File: config.mk
export PLATFORM = sky130hd
export DESIGN_NAME = nibble_count_code_decoder_top
export DESIGN_NICKNAME = d
export VERILOG_FILES = /design/src/rtl/ncd_pkg.sv /design/src/rtl/nibble_count_code_decoder_top.sv /design/src/rtl/ncd_decode.sv /design/src/rtl/ncd_result_fifo.sv
export SDC_FILE = /design/constraint.sdc
export NUM_CORES = 1
export LEC_CHECK = 0
export BUFFER_PORTS_ARGS = -buffer_cell sky130_fd_sc_hd__buf_2
export CAP_MARGIN = 25
export CORE_UTILIZATION = 30
export CTS_CLUSTER_SIZE = 8
export DETAILED_ROUTE_END_ITERATION = 8
export PLACE_DENSITY = 0.42
export RECOVER_POWER = 25
export SETUP_SLACK_MARGIN = 0.1
export SLEW_MARGIN = 0
export SYNTH_ARGS = -nofsm -noshare
export SYNTH_HDL_FRONTEND = slang
export SYNTH_SLANG_ARGS = --single-unit
File: constraint.sdc
create_clock -name clk_i -period 5.5 [get_ports clk_i]
set_input_delay 0.55 -clock clk_i [delete_from_list [all_inputs] [get_ports clk_i]]
set_output_delay 0.55 -clock clk_i [all_outputs]
set_load 0.01 [all_outputs]
File: src/rtl/ncd_pkg.sv
// Package for the nibble count code decoder.
// Holds the decoder state and result types and the per-nibble decode function.
// No dependencies.
package ncd_pkg;

  localparam int unsigned COUNT_W    = 16;
  localparam int unsigned RES_DEPTH  = 4;
  localparam int unsigned RES_PTR_W  = $clog2(RES_DEPTH);
  localparam int unsigned RES_CNT_W  = $clog2(RES_DEPTH + 1);

  // code tiers
  localparam logic [1:0] TIER_IDLE = 2'd0;
  localparam logic [1:0] TIER_BYTE = 2'd1;
  localparam logic [1:0] TIER_WORD = 2'd2;
  localparam logic [1:0] TIER_RSVD = 2'd3;  // unused, treated as idle

  localparam logic [3:0] NIB_ESC     = 4'hF;
  localparam logic [7:0] BYTE_ESC    = 8'hFF;
  localparam logic [COUNT_W-1:0] SHORT_BIAS = 16'd2;
  localparam logic [COUNT_W-1:0] BYTE_BIAS  = 16'd17;
  localparam logic [2:0] BYTE_NIBS   = 3'd2;
  localparam logic [2:0] WORD_NIBS   = 3'd4;

  typedef struct packed {
    logic [1:0]         tier;
    logic [2:0]         left;
    logic [COUNT_W-1:0] acc;
  } dec_state_t;

  typedef struct packed {
    dec_state_t         st;
    logic               done;
    logic [COUNT_W-1:0] count;
  } nib_res_t;

  typedef struct packed {
    logic [COUNT_W-1:0] count;
    logic               status;
    logic               last;
  } res_t;

  localparam dec_state_t STATE_RESET = '{tier: TIER_IDLE, left: 3'd0, acc: '0};

  function automatic logic state_open(input dec_state_t st);
    logic idle;
    idle = (st.tier == TIER_IDLE) || (st.tier == TIER_RSVD) || (st.left == 3'd0);
    return !idle;
  endfunction

  // One nibble through the code state.
  function automatic nib_res_t take_nibble(input dec_state_t st, input logic [3:0] nib);
    nib_res_t r;
    logic [COUNT_W-1:0] acc_n;
    logic [2:0] left_n;
    r.st    = st;
    r.done  = 1'b0;
    r.count = '0;
    acc_n   = {st.acc[COUNT_W-5:0], nib};
    left_n  = st.left - 3'd1;
    if (!state_open(st)) begin
      if (nib != NIB_ESC) begin
        r.st    = STATE_RESET;
        r.done  = 1'b1;
        r.count = {12'd0, nib} + SHORT_BIAS;
      end else begin
        r.st = '{tier: TIER_BYTE, left: BYTE_NIBS, acc: '0};
      end
    end else if (left_n != 3'd0) begin
      r.st = '{tier: st.tier, left: left_n, acc: acc_n};
    end else if (st.tier == TIER_BYTE) begin
      if (acc_n[7:0] != BYTE_ESC) begin
        r.st    = STATE_RESET;
        r.done  = 1'b1;
        r.count = {8'd0, acc_n[7:0]} + BYTE_BIAS;
      end else begin
        r.st = '{tier: TIER_WORD, left: WORD_NIBS, acc: '0};
      end
    end else begin
      r.st    = STATE_RESET;
      r.done  = 1'b1;
      r.count = acc_n;
    end
    return r;
  endfunction

endpackage

File: src/rtl/nibble_count_code_decoder_top.sv
// Top level of the nibble count code decoder.
// Depends on ncd_pkg, ncd_decode and ncd_result_fifo.
//
//  channel | dir | handshake               | payload
//  --------+-----+-------------------------+------------------------------------
//  in      | in  | in_valid_i / in_ready_o | data_byte_i[7:0], last_byte_i
//  out     | out | out_valid_o/out_ready_i | run_count_o[15:0], status_o,
//          |     |                         | run_last_o
//
// Flow: a word is registered on accept in the input stage, decoded (both
//   nibbles) from there once the queue has room for two, and its 0..2 results
//   are written into a 4-entry result queue, from which they are presented on
//   the output port. One input word per cycle while the queue has room;
//   sustained rate is bounded by the output port, one result per cycle.
// Reset: async active low; clears code state, input stage and queue pointers.
// Stalls: the input stage drains into the queue only when two slots are free,
//   so in_ready_o drops once the queue backs up.
module nibble_count_code_decoder_top (
  input  logic        clk_i,
  input  logic        rst_ni,
  input  logic        in_valid_i,
  output logic        in_ready_o,
  input  logic [7:0]  data_byte_i,
  input  logic        last_byte_i,
  output logic        out_valid_o,
  input  logic        out_ready_i,
  output logic [15:0] run_count_o,
  output logic        status_o,
  output logic        run_last_o
);
  import ncd_pkg::*;

  // input register stage
  logic       in_vld_q;
  logic [7:0] in_byte_q;
  logic       in_last_q;

  logic       room2;
  logic       fire;        // decode the staged word this cycle
  res_t       res0, res1, head;
  logic [1:0] num;
  logic [RES_CNT_W-1:0] fill;

  assign fire       = in_vld_q && room2;
  assign in_ready_o = !in_vld_q || fire;

  always_ff @(posedge clk_i or negedge rst_ni) begin
    if (!rst_ni) begin
      in_vld_q <= 1'b0;
    end else if (in_ready_o) begin
      in_vld_q <= in_valid_i;
    end
  end

  always_ff @(posedge clk_i) begin
    if (in_ready_o && in_valid_i) begin
      in_byte_q <= data_byte_i;
      in_last_q <= last_byte_i;
    end
  end

  ncd_decode u_decode (
    .clk_i  (clk_i),
    .rst_ni (rst_ni),
    .fire_i (fire),
    .byte_i (in_byte_q),
    .last_i (in_last_q),
    .res0_o (res0),
    .res1_o (res1),
    .num_o  (num)
  );

  ncd_result_fifo u_fifo (
    .clk_i      (clk_i),
    .rst_ni     (rst_ni),
    .push_num_i (fire ? num : 2'd0),
    .push0_i    (res0),
    .push1_i    (res1),
    .room2_o    (room2),
    .valid_o    (out_valid_o),
    .ready_i    (out_ready_i),
    .head_o     (head),
    .fill_o     (fill)
  );

  assign run_count_o = head.count;
  assign status_o    = head.status;
  assign run_last_o  = head.last;

  // queue never overfills
  a_fill_bound: assert property (@(posedge clk_i) disable iff (!rst_ni)
    fill <= RES_CNT_W'(RES_DEPTH))
    else $error("result queue overfilled");

  // a truncation word is always the last of its byte and carries no count
  a_trunc_form: assert property (@(posedge clk_i) disable iff (!rst_ni)
    out_valid_o && status_o |-> run_last_o && (run_count_o == '0))
    else $error("malformed truncation word");

  // a staged word is only held back when the queue lacks room
  a_stage_hold: assert property (@(posedge clk_i) disable iff (!rst_ni)
    in_vld_q && !fire |-> !room2)
    else $error("input stage stalled with room in queue");

  // a decoded word never yields more than two results
  a_num_bound: assert property (@(posedge clk_i) disable iff (!rst_ni)
    fire |-> num != 2'd3)
    else $error("decode produced too many results");

endmodule

File: src/rtl/ncd_decode.sv
// Decode stage: code state register and two-nibble decode of one byte.
// Depends on ncd_pkg.
module ncd_decode (
  input  logic          clk_i,
  input  logic          rst_ni,
  input  logic          fire_i,
  input  logic [7:0]    byte_i,
  input  logic          last_i,
  output ncd_pkg::res_t res0_o,
  output ncd_pkg::res_t res1_o,
  output logic [1:0]    num_o
);
  import ncd_pkg::*;

  dec_state_t st_q, st_d;
  nib_res_t   r0, r1;
  logic       trunc;
  res_t       tr_res;

  assign r0     = take_nibble(st_q, byte_i[7:4]);
  assign r1     = take_nibble(r0.st, byte_i[3:0]);
  assign trunc  = last_i && state_open(r1.st);
  assign tr_res = '{count: '0, status: 1'b1, last: 1'b1};

  always_comb begin
    res0_o = '{count: r0.count, status: 1'b0, last: 1'b0};
    res1_o = '{count: r1.count, status: 1'b0, last: 1'b1};
    num_o  = 2'd0;
    if (r0.done) begin
      if (r1.done) begin
        num_o = 2'd2;
      end else if (trunc) begin
        res1_o = tr_res;
        num_o  = 2'd2;
      end else begin
        res0_o.last = 1'b1;
        num_o       = 2'd1;
      end
    end else if (r1.done) begin
      res0_o = '{count: r1.count, status: 1'b0, last: !trunc};
      res1_o = tr_res;
      num_o  = trunc ? 2'd2 : 2'd1;
    end else if (trunc) begin
      res0_o = tr_res;
      num_o  = 2'd1;
    end
  end

  assign st_d = last_i ? STATE_RESET : r1.st;

  always_ff @(posedge clk_i or negedge rst_ni) begin
    if (!rst_ni) begin
      st_q <= STATE_RESET;
    end else if (fire_i) begin
      st_q <= st_d;
    end
  end

endmodule

File: src/rtl/ncd_result_fifo.sv
// Result queue: takes up to two results a cycle, hands out one a cycle while ready_i is high.
// Depends on ncd_pkg.
module ncd_result_fifo (
  input  logic          clk_i,
  input  logic          rst_ni,
  input  logic [1:0]    push_num_i,
  input  ncd_pkg::res_t push0_i,
  input  ncd_pkg::res_t push1_i,
  output logic          room2_o,
  output logic          valid_o,
  input  logic          ready_i,
  output ncd_pkg::res_t head_o,
  output logic [ncd_pkg::RES_CNT_W-1:0] fill_o
);
  import ncd_pkg::*;

  res_t                 mem_q [RES_DEPTH];
  logic [RES_PTR_W-1:0] wr_q, rd_q;
  logic [RES_CNT_W-1:0] cnt_q, cnt_d;
  logic                 pop;
  logic [RES_PTR_W-1:0] wr_nx;

  assign valid_o = (cnt_q != '0);
  assign pop     = valid_o && ready_i;
  assign head_o  = mem_q[rd_q];
  assign fill_o  = cnt_q;
  assign wr_nx   = wr_q + RES_PTR_W'(1);
  // room for two after this cycle's pop (a full queue never reports room)
  assign room2_o = (cnt_q <= RES_CNT_W'(RES_DEPTH - 2)) ||
                   ((cnt_q == RES_CNT_W'(RES_DEPTH - 1)) && pop);
  assign cnt_d   = cnt_q + RES_CNT_W'(push_num_i) - RES_CNT_W'(pop);

  always_ff @(posedge clk_i) begin
    if (push_num_i != 2'd0) mem_q[wr_q] <= push0_i;
    if (push_num_i == 2'd2) mem_q[wr_nx] <= push1_i;
  end

  always_ff @(posedge clk_i or negedge rst_ni) begin
    if (!rst_ni) begin
      wr_q  <= '0;
      rd_q  <= '0;
      cnt_q <= '0;
    end else begin
      wr_q  <= wr_q + RES_PTR_W'(push_num_i);
      if (pop) rd_q <= rd_q + RES_PTR_W'(1);
      cnt_q <= cnt_d;
    end
  end

endmodule
# Yosys cells after proc, flatten, opt, wreduce, memory -nomap -nowiden
# Memory sizes are Yosys's and may differ from the RTL's.
# Cells that the tools add are included.
word_totals:
  regBits: 34
  ram_bits: 72
  n_memories: 1
memory_table:
  columns: ["memory", "depth", "width", "read_ports", "rd_clocked_by_memory_dff", "write_ports", "line_no", "rtl"]
  rows:
  - ["u_fifo.mem_q", 4, 18, 1, 0, 2, "ncd_result_fifo.sv:17", "res_t mem_q [RES_DEPTH];"]
classes:
  add_sub_neg: 11
  n_lt_le_gt_ge: 1
  n_eq_ne: 11
  mux: 37
  n_reduce_logical: 26
ops:
  columns: ["cell", "n"]
  rows:
  - ["2-to-1 mux 38 bit", 4]
  - ["2-to-1 mux 17 bit", 7]
  - ["2-to-1 mux 18 bit", 6]
  - ["2-to-1 mux 21 bit", 5]
  - ["2-to-1 mux 20 bit", 2]
  - ["adder 8 x 5 -> 9 bit, second input constant", 2]
  - ["!= test 8 bit, second input constant", 2]
  - ["adder 4 x 2 -> 5 bit, second input constant", 2]
  - ["2-to-1 mux 2 bit", 5]
  - ["logical NOT 3 bit", 3]
  - ["nonzero test 3 bit", 3]
  - ["equality test 2 bit, second input constant", 4]
  - ["logical OR 1 bit", 8]
  - ["2-to-1 mux 1 bit", 8]
  - ["!= test 4 bit, second input constant", 2]
  - ["logical NOT 2 bit", 3]
  - ["subtractor 3 x 1 -> 3 bit, second input constant", 2]
  - ["logical AND 1 bit", 5]
  - ["adder 2 x 1 -> 2 bit, second input constant", 2]
  - ["equality test 2 x 1 -> 1 bit, second input constant", 2]
  - ["adder 3 x 2 -> 3 bit", 1]
  - ["equality test 3 x 2 -> 1 bit, second input constant", 1]
  - ["less-or-equal comparator 3 x 2 -> 1 bit, second input constant", 1]
  - ["logical NOT 1 bit", 3]
  - ["other kinds (3)", 3]

# Depth between registers and ports, before layout
# Gate-level depths: netlist (run 1).
logic_depth:
  depth_word: 22
  mapped_depth: 23
  ltp_nobuf: 23

# Hierarchy
# From an unflattened synthesis (run 1), not the netlist that was laid out.
unflattened:
  cells_unflattened: 502
  area_unflattened_um2: 6332.3
modules_own_cells:
  columns: ["module", "n_inst", "cells_each", "area_per_inst_um2", "seq_area_each_um2"]
  rows:
  - ["ncd_result_fifo", 1, 216, 3970.1, 2337.2]
  - ["ncd_decode", 1, 270, 2019.4, 425.4]
  - ["nibble_count_code_decoder_top", 1, 16, 342.8, 295.3]

# Worst setup path before layout (run 1)
# OpenSTA, ideal clock, no wires.
synth_timing:
  path_kind: "flip-flop to flip-flop"
  start: "register in_byte_q[5]"
  end: "memory u_fifo.mem_q[3][10] (netlist name) (enable)"
  setup_time_ns: 0.370
  arrival_ns: 4.446
  required_ns: 5.130
  slack_ns: 0.683
  stages_incl_launch_ff: 20
  path_buffers: 2
  synth_period_minus_slack_ns: 4.817
  path_cell_list: "edfxtp_1 -> ha_1 -> and3_1 -> buf_4 -> nand4_4 -> mux2_2 -> nand2b_1 -> ha_1 -> or2_2 -> a21oi_1 -> nand2_1 -> o22ai_2 -> xnor2_1 -> and2_1 -> ha_1 -> or2_2 -> o21a_2 -> nand3_2 -> buf_2 -> nand2_1"
synth_rtl:
  columns: ["item", "line_no", "rtl"]
  rows:
  - ["start, declared", "nibble_count_code_decoder_top.sv:35", "logic [7:0] in_byte_q;"]
  - ["start signal, assigned", "nibble_count_code_decoder_top.sv:57", "in_byte_q <= data_byte_i;"]
  - ["end, declared", "ncd_result_fifo.sv:17", null]

# Worst setup path after layout (run 1)
layout_timing:
  start: "register in_byte_q[7]"
  end: "register u_fifo.cnt_q[2], in the netlist u_fifo.fill_o[2]"
layout_between:
  elab_chain_len: 20
layout_rtl:
  columns: ["item", "line_no", "rtl"]
  rows:
  - ["!= test 8 bit", "ncd_pkg.sv:71", "if (acc_n[7:0] != BYTE_ESC) begin"]
  - ["2-to-1 mux 21 bit", "ncd_pkg.sv:71", null]
  - ["2-to-1 mux 38 bit", "ncd_pkg.sv:70", "end else if (st.tier == TIER_BYTE) begin"]
  - ["2-to-1 mux 21 bit", "ncd_pkg.sv:68", "end else if (left_n != 3'd0) begin"]
  - ["2-to-1 mux 38 bit *", "ncd_pkg.sv:60", "if (!state_open(st)) begin"]
  - ["subtractor 3 x 1 -> 3 bit, or another cell as far along", "ncd_pkg.sv:59", "left_n = st.left - 3'd1;"]
  - ["nonzero test 3 bit, or another cell as far along", "ncd_pkg.sv:68", null]
  - ["2-to-1 mux 21 bit or logical OR 1 bit (tied branches)", "ncd_pkg.sv:68, ncd_pkg.sv:46", null]
  - ["[... 5 more ...]", null, null]
  - ["logical AND 1 bit", "ncd_decode.sv:22", "assign trunc = last_i && state_open(r1.st);"]
  - ["2-to-1 mux 1 bit or 2-to-1 mux 2 bit (tied branches)", "ncd_decode.sv:43, ncd_decode.sv:32, ncd_decode.sv:42", null]
  - ["2-to-1 mux 2 bit, on equally long branches", "ncd_decode.sv:39, ncd_decode.sv:30", null]
  - ["2-to-1 mux 2 bit *", "ncd_decode.sv:29", "if (r0.done) begin"]
  - ["2-to-1 mux 2 bit *", "nibble_count_code_decoder_top.sv:76", ".push_num_i (fire ? num : 2'd0),"]
  - ["adder 3 x 2 -> 3 bit *", "ncd_result_fifo.sv:31", "assign cnt_d = cnt_q + RES_CNT_W'(push_num_i) - RES_CNT_W'(pop);"]
  - ["subtractor 3 x 1 -> 3 bit *", "ncd_result_fifo.sv:31", null]
  - ["via u_fifo.cnt_d[2]", "ncd_result_fifo.sv:19", "logic [RES_CNT_W-1:0] cnt_q, cnt_d;"]
  - ["end signal, assigned", "ncd_result_fifo.sv:46", "cnt_q <= cnt_d;"]
  - ["end, declared", "ncd_result_fifo.sv:19", null]
# Mark *: on every way through the listed nets, which the timed path passes. The rest lies on a longest branch.
# A chain may end at the register's enable or synchronous reset.

==> summary.md, run 1 <==
| Metric | Value |
|---|---|
| Outcome | `finished with violations` |
| Failing checks | `max-capacitance violations, max-slew violations` |
| GRT Overall Usage | `17.0%` |
| Final Cycle Share | `91.2%` |
| Crit. End Element | `register` |
| FFs w/ async S/R, synth | `23.6%` |
| Reg clk slew, reported paths | `80 ps` |
| F_max | `199 MHz` |
| Vias in the first global route | `4283` |
| Core box area | `0.0188 mm²` |
| CP arrival | `5260 ps` |
| GR Overflow Total | `0` |
| Ys flop type | `edfxtp_1` |
| H-tree Lvls | `3` |
| FILL cells | `1874` |
| DIE HEIGHT | `140 µm` |
| Synth-to-Final Area Change | `15.8%` |
| WL/cell | `20.2 µm` |
| Gp weighted congestion | `0.859` |
| Final worst setup slack | `482 ps` |
| Via density per instance | `5.30` |
| Crit-path cells | `and3_1 > nand4_4 > mux2_2 > nand2b_1 > ha_1 > or2_2 > nor2_2 > a31oi_1 > o21a_1 > o21a_1 > and2_1 > ha_1 > nand2_1 > a21oi_4 > inv_1 > ha_1 > inv_1 > ha_1 > fa_1 > xnor2_1` |
| Total Routed Length | `15800 µm` |
| Sequential area share after synthesis | `52.5%` |
| CP peak stage delay | `560 ps` |
| Syn Nets | `526` |
| Die Wd | `140 µm` |
| Slew HR | `-21.4%` |
| Antenna diodes | `0` |
| Cts bufs inserted | `9` |
| Leak pwr | `2.37 nW` |
| Hpwl dp | `11600 µm` |
| CP delay by family, top | `simple AND/OR/NAND/NOR gates` |
| Max Root-Sink Buffers | `2` |
| DIE AREA | `0.0197 mm²` |
| # DRC | `0` |
| Vias | `4142` |
| First DRT Iteration DRCs | `379` |
| Net Sw Frac | `37.7%` |
| CP required | `5740 ps` |
| Final Max Slew Viols | `21` |
| Int Power | `1.98 mW` |
| Antenna Violating Nets Remaining | `0` |
| Final setup violation count | `0` |
| Row count | `50` |
| Total net switching power | `1.20 mW` |
| Unrepaired setup endpoints after global routing | `false` |
| Number of clock sinks | `106` |
| Final Hold Fails | `0` |
| Post-CTS Hold Fix Bufs | `0` |
| Sequential share of power | `39.2%` |
| Cell area power density | `478 mW/mm²` |
| CP max stage cell | `edfxtp_1` |
| Hold Crit Class | `input port to register` |
| Initial antenna violation count | `0` |
| Crit path launch type | `register` |
| CP bufs+invs | `2` |
| First-pass GRT wire length | `25100 µm` |
| CP Class | `register to register` |
| Worst Skew | `12.6 ps` |
| Most common cell after layout, fill and taps aside | `edfxtp_1` |
| Cell repeated most along the worst path | `ha_1` |
| Worst ir drop on vdd | `0.276 mV` |
| FF+latch count, synth | `106` |
| Clk root buf | `clkbuf_16` |
| Initial Utilization | `30.6%` |
| Comb power frac | `39.8%` |
| Critical path peak fanout | `9` |
| Clock power share | `21.0%` |
| Worst skew pair latency | `370 ps` |
| Fin Setup TNS | `0 ps` |
| Worst-margin pin slew | `1820 ps` |
| Pre-CTS setup slack | `405 ps` |
| Final Net Count | `575` |
| Avg Inst Size Synth | `11.7 µm²` |
| Synth Cell Area | `0.00575 mm²` |
| Layout cell share with drive strength beyond 1 | `19.9%` |
| Pin count of the biggest net entering global routing | `26` |
| Ys Warns | `0` |
| Most frequent cells in the layout | `edfxtp_1, nor2_1, nand2_1` |
| Input/output buffers | `32` |
| MaxCap Viol Count | `1` |
| Top Ports | `33` |
| Fin crit period | `5020 ps` |
| Synthesized instance count | `493` |
| EDFF count, synth | `77` |
| CTS tree | `done` |
| 1st-pass router iterations | `5` |
| Synth cell types | `68` |
==> synthesized netlist by cell type (all sizes together) (5+ instances only) <==
cell type  number  area (µm²)
nor2           60         225
ha             19         238
a22oi          11        82.6
and3            5        36.3
dfrtp          25         626
nand2          48         188
inv            16        60.1
xor2            7        61.3
a31oi           5        31.3
and2            9        56.3
xnor2          10        87.6
clkbuf         13        50.0
buf            11        67.6
nor3            7        35.0
mux4           18         405
o21ai          17        85.1
edfxtp         77        2310
a22o           13         114
nand3          10        60.1
o22ai          29         188
a21oi          12        67.6
nor2b           6        37.5
o31ai           5        37.5
==> power groups by stage <==
stage                     logic (mW)  registers, mW  clock network [mW]
after CTS                       1.26           1.28               0.685
after floorplan                0.831           1.20                   0
after global routing            1.39           1.27               0.709
after global placement          1.25           1.29                   0
final                           1.27           1.25               0.668
after detailed placement        1.26           1.29                   0
==> worst paths after layout <==
path / startpoint / to / slack (ps) / depth (start not counted)
max: in_byte_q[7] / u_fifo.fill_o[2] / 480 / 20
min: data_byte_i[6] / in_byte_q[6] / 350 / 1
max reg2reg: in_byte_q[7] / u_fifo.fill_o[2] / 480 / 20
min reg2reg: u_decode.st_q[17] / u_decode.st_q[17] / 490 / 2
max in group asynchronous: rst_ni / u_decode.st_q[7] / 4100 / 1
min in group asynchronous: rst_ni / in_vld_q / 530 / 1
==> cell families after synthesis <==
kind of cell             Yosys count  share of synthesized area (%)
buffers and inverters             40                           3.09
AND/OR/NAND/NOR                  164                           13.7
AO/OA/AOI/OAI                    124                           15.9
XOR/XNOR                          17                           2.59
multiplexers                      22                           7.77
flip-flops                       106                           52.5
adder cells (fa/ha/maj)           20                           4.49
==> state kept, by name, indices dropped and copies added (netlist names) <==
name and flops:
u_decode.st_q 17, u_fifo.mem_q 72, in_vld_q 1, u_fifo.rd_q 2, in_byte_q 8, u_fifo.wr_q 2
u_fifo.fill_o 3, in_last_q 1
==> through the flow <==
stage	instances	util, %	total power, mW	cell area (µm²)	hold slack [ps]
floorplan	493	-	2.03	5750	254
global placement	764	33.7	2.54	6320	470
detailed placement	764	33.7	2.55	6320	477
CTS	780	35.3	3.22	6630	212
global route	781	35.5	3.37	6650	344
finish	781	35.5	3.18	6650	355
==> area by class of cell <==
cell class / instances / area, µm² / area share, %
Clock buffer: 9 / 225 / 3.38
Tap cell: 234 / 293 / 4.40
Multi-Input combinational cell: 347 / 2560 / 38.5
Sequential cell: 106 / 3020 / 45.4
Inverter: 16 / 60.1 / 0.903
Clock inverter: 7 / 80.1 / 1.20
Timing Repair Buffer: 62 / 413 / 6.21
==> timing repair <==
item,in CTS,in global routing
setup buffers,0,0
gates resized for setup,0,3
endpoints found under the setup margin,0,2
==> layer usage <==
layer	wire length [µm]	global-route usage, %	up-vias
met5	0	0	-
met1	7620	22.9	2054
met3	519	3.42	15
met4	165	3.99	0
met2	7510	28.2	99
li1	-	-	1974
No activity file was read; power rests on OpenSTA's default activity.
==> run 2: changes to the inputs <==
--- a/config.mk
+++ b/config.mk
@@ -7,10 +7,10 @@
 export LEC_CHECK = 0
 export BUFFER_PORTS_ARGS = -buffer_cell sky130_fd_sc_hd__buf_2
 export CAP_MARGIN = 25
-export CORE_UTILIZATION = 30
+export CORE_UTILIZATION = 35
 export CTS_CLUSTER_SIZE = 8
 export DETAILED_ROUTE_END_ITERATION = 8
-export PLACE_DENSITY = 0.42
+export PLACE_DENSITY = 0.48
 export RECOVER_POWER = 25
 export SETUP_SLACK_MARGIN = 0.1
 export SLEW_MARGIN = 0
==> run 2 against run 1 <==
The flow now finishes without violations. Worst setup slack better by 4.8 ps. Total power is 2.7% lower. Combinational power is 6% lower. First-iteration DRC count is 7.9% lower. Worst hold slack better by 11 ps. Routed wire length is 3.5% lower. Core utilization is 5.7 points higher.
==> summary.md, run 2 (synthesized netlist as in run 1, its figures left out) <==
| Metric | Value |
|---|---|
| First-pass GRT wire length | `24200 µm` |
| Vias in the first global route | `4312` |
| Final Max Slew Viols | `0` |
| WL/cell | `20.0 µm` |
| Final Cycle Share | `91.1%` |
| Slew HR | `2.62%` |
| CP max stage cell | `edfxtp_1` |
| Critical path peak fanout | `9` |
| Via density per instance | `5.54` |
| Comb power frac | `38.7%` |
| Hpwl dp | `11300 µm` |
| Final Net Count | `574` |
| Final worst setup slack | `487 ps` |
| Total net switching power | `1.15 mW` |
| H-tree Lvls | `3` |
| Worst-margin pin slew | `1460 ps` |
| 1st-pass router iterations | `5` |
| Crit. End Element | `register` |
| Crit path launch type | `register` |
| Final setup violation count | `0` |
| Antenna Violating Nets Remaining | `0` |
| Synth-to-Final Area Change | `14.2%` |
| CP required | `5750 ps` |
| CP Class | `register to register` |
| Most frequent cells in the layout | `edfxtp_1, nor2_1, nand2_1` |
| Fin crit period | `5010 ps` |
| Post-CTS Hold Fix Bufs | `0` |
| CP bufs+invs | `2` |
| Initial antenna violation count | `0` |
| Cell area power density | `472 mW/mm²` |
| First DRT Iteration DRCs | `349` |
| DIE HEIGHT | `130 µm` |
| # DRC | `0` |
| Most common cell after layout, fill and taps aside | `edfxtp_1` |
| Biggest regs | `u_fifo.mem_q (72), u_decode.st_q (17), in_byte_q (8)` |
| Max reg flops | `72` |
| Initial Utilization | `36.0%` |
| Reg clk slew, reported paths | `70 ps` |
| Input/output buffers | `32` |
| Top reg by flops | `u_fifo.mem_q` |
| Vias | `4223` |
| Hold Crit Class | `input port to register` |
| Fin Setup TNS | `0 ps` |
| Layout cell share with drive strength beyond 1 | `19.4%` |
| CP delay by family, top | `simple AND/OR/NAND/NOR gates` |
| Gp weighted congestion | `0.913` |
| Clock power share | `20.1%` |
| Worst Skew | `5.65 ps` |
| CP arrival | `5260 ps` |
| CP peak stage delay | `580 ps` |
| Crit-path cells | `and3_1 > nand4_4 > mux2_2 > nand2b_1 > ha_1 > or2_2 > nor2_1 > a31oi_1 > o21a_1 > o21a_1 > and2_1 > ha_1 > nand2_1 > a21oi_2 > inv_1 > ha_1 > inv_1 > ha_1 > fa_1 > xnor2_1` |
| Int Power | `1.94 mW` |
| Unrepaired setup endpoints after global routing | `false` |
| CTS tree | `done` |
| Top Ports | `33` |
| Clk root buf | `clkbuf_16` |
| GR Overflow Total | `0` |
| Max Root-Sink Buffers | `2` |
| Post-Place Cell Area | `0.00626 mm²` |
| Worst skew pair latency | `360 ps` |
| Total Routed Length | `15300 µm` |
| Final instance area | `0.00656 mm²` |
| FILL cells | `1581` |
| Outcome | `completed` |
| Pre-CTS setup slack | `252 ps` |
| Final Hold Fails | `0` |
| Net Sw Frac | `37.3%` |
| Die Wd | `130 µm` |
| Hold WS | `366 ps` |
| Number of clock sinks | `106` |
| Antenna diodes | `0` |
| Post-Route Utilization | `41.1%` |
| Cell repeated most along the worst path | `ha_1` |
| Leak pwr | `2.34 nW` |
| Row count | `46` |
| GRT Overall Usage | `19.4%` |
| Pin count of the biggest net entering global routing | `26` |
| Cts bufs inserted | `9` |
| Core box area | `0.0159 mm²` |
| F_max | `199 MHz` |
| Worst ir drop on vdd | `0.245 mV` |
| Sequential share of power | `41.2%` |
| MaxCap Viol Count | `0` |
| DIE AREA | `0.0169 mm²` |
run 2: routing by layer:
metal / wire (µm) / global-route usage, %
met1: 6750 / 25.0
met2: 7490 / 32.7
met3: 647 / 2.79
met4: 381 / 8.21
met5: 0 / 0
run 2: what timing repair did:
action,4_1_cts,5_1_grt
gates resized for setup,0,2
setup buffers,0,4
endpoints found under the setup margin,0,35
run 2: worst paths after layout:
path,from,endpoint,slack (ps),cells past startpoint
setup / recovery,in_byte_q[7],u_fifo.fill_o[2],490,20
hold / removal,data_byte_i[3],in_byte_q[3],370,1
min in group asynchronous,rst_ni,u_fifo.fill_o[2],520,1
max in group asynchronous,rst_ni,u_decode.st_q[7],4120,1
hold reg to reg,u_fifo.mem_q[3][0],u_fifo.mem_q[3][0],490,2
setup reg to reg,in_byte_q[7],u_fifo.fill_o[2],490,20
run 2: power by group through the flow:
| stage | clock network, mW | logic, mW | registers (mW) |
|---|---|---|---|
| 2_1_floorplan | 0 | 0.831 | 1.20 |
| 3_3_place_gp | 0 | 1.20 | 1.29 |
| 3_5_place_dp | 0 | 1.21 | 1.30 |
| 4_1_cts | 0.636 | 1.22 | 1.28 |
| 5_1_grt | 0.672 | 1.32 | 1.30 |
| 6_report | 0.622 | 1.20 | 1.27 |
run 2: final cells by class:
class                   instances  area, µm²  area share (%)
clock buffers                   9        225            3.43
multi-input cells             347       2560            39.0
flip-flops and latches        106       3020            46.0
repair buffers                 61        374            5.70
well taps                     216        270            4.12
clock inverters                 7       52.6           0.801
inverters                      16       60.1           0.916
run 2: stage by stage:
stage               power [mW]  std cells
global route              3.29        762
floorplan                 2.03        493
global placement          2.49        742
detailed placement        2.51        742
CTS                       3.14        758
finish                    3.09        762
run 2: worst reg2reg max path, cell delays in order (launching register included):
cell	delay [ps]
edfxtp_1	580
and3_1	400
nand4_4	160
mux2_2	320
nand2b_1	140
ha_1	290
or2_2	330
nor2_1	240
a31oi_1	70
o21a_1	200
o21a_1	160
and2_1	190
ha_1	330
nand2_1	70
a21oi_2	290
inv_1	100
ha_1	290
inv_1	40
ha_1	180
fa_1	380
xnor2_1	130
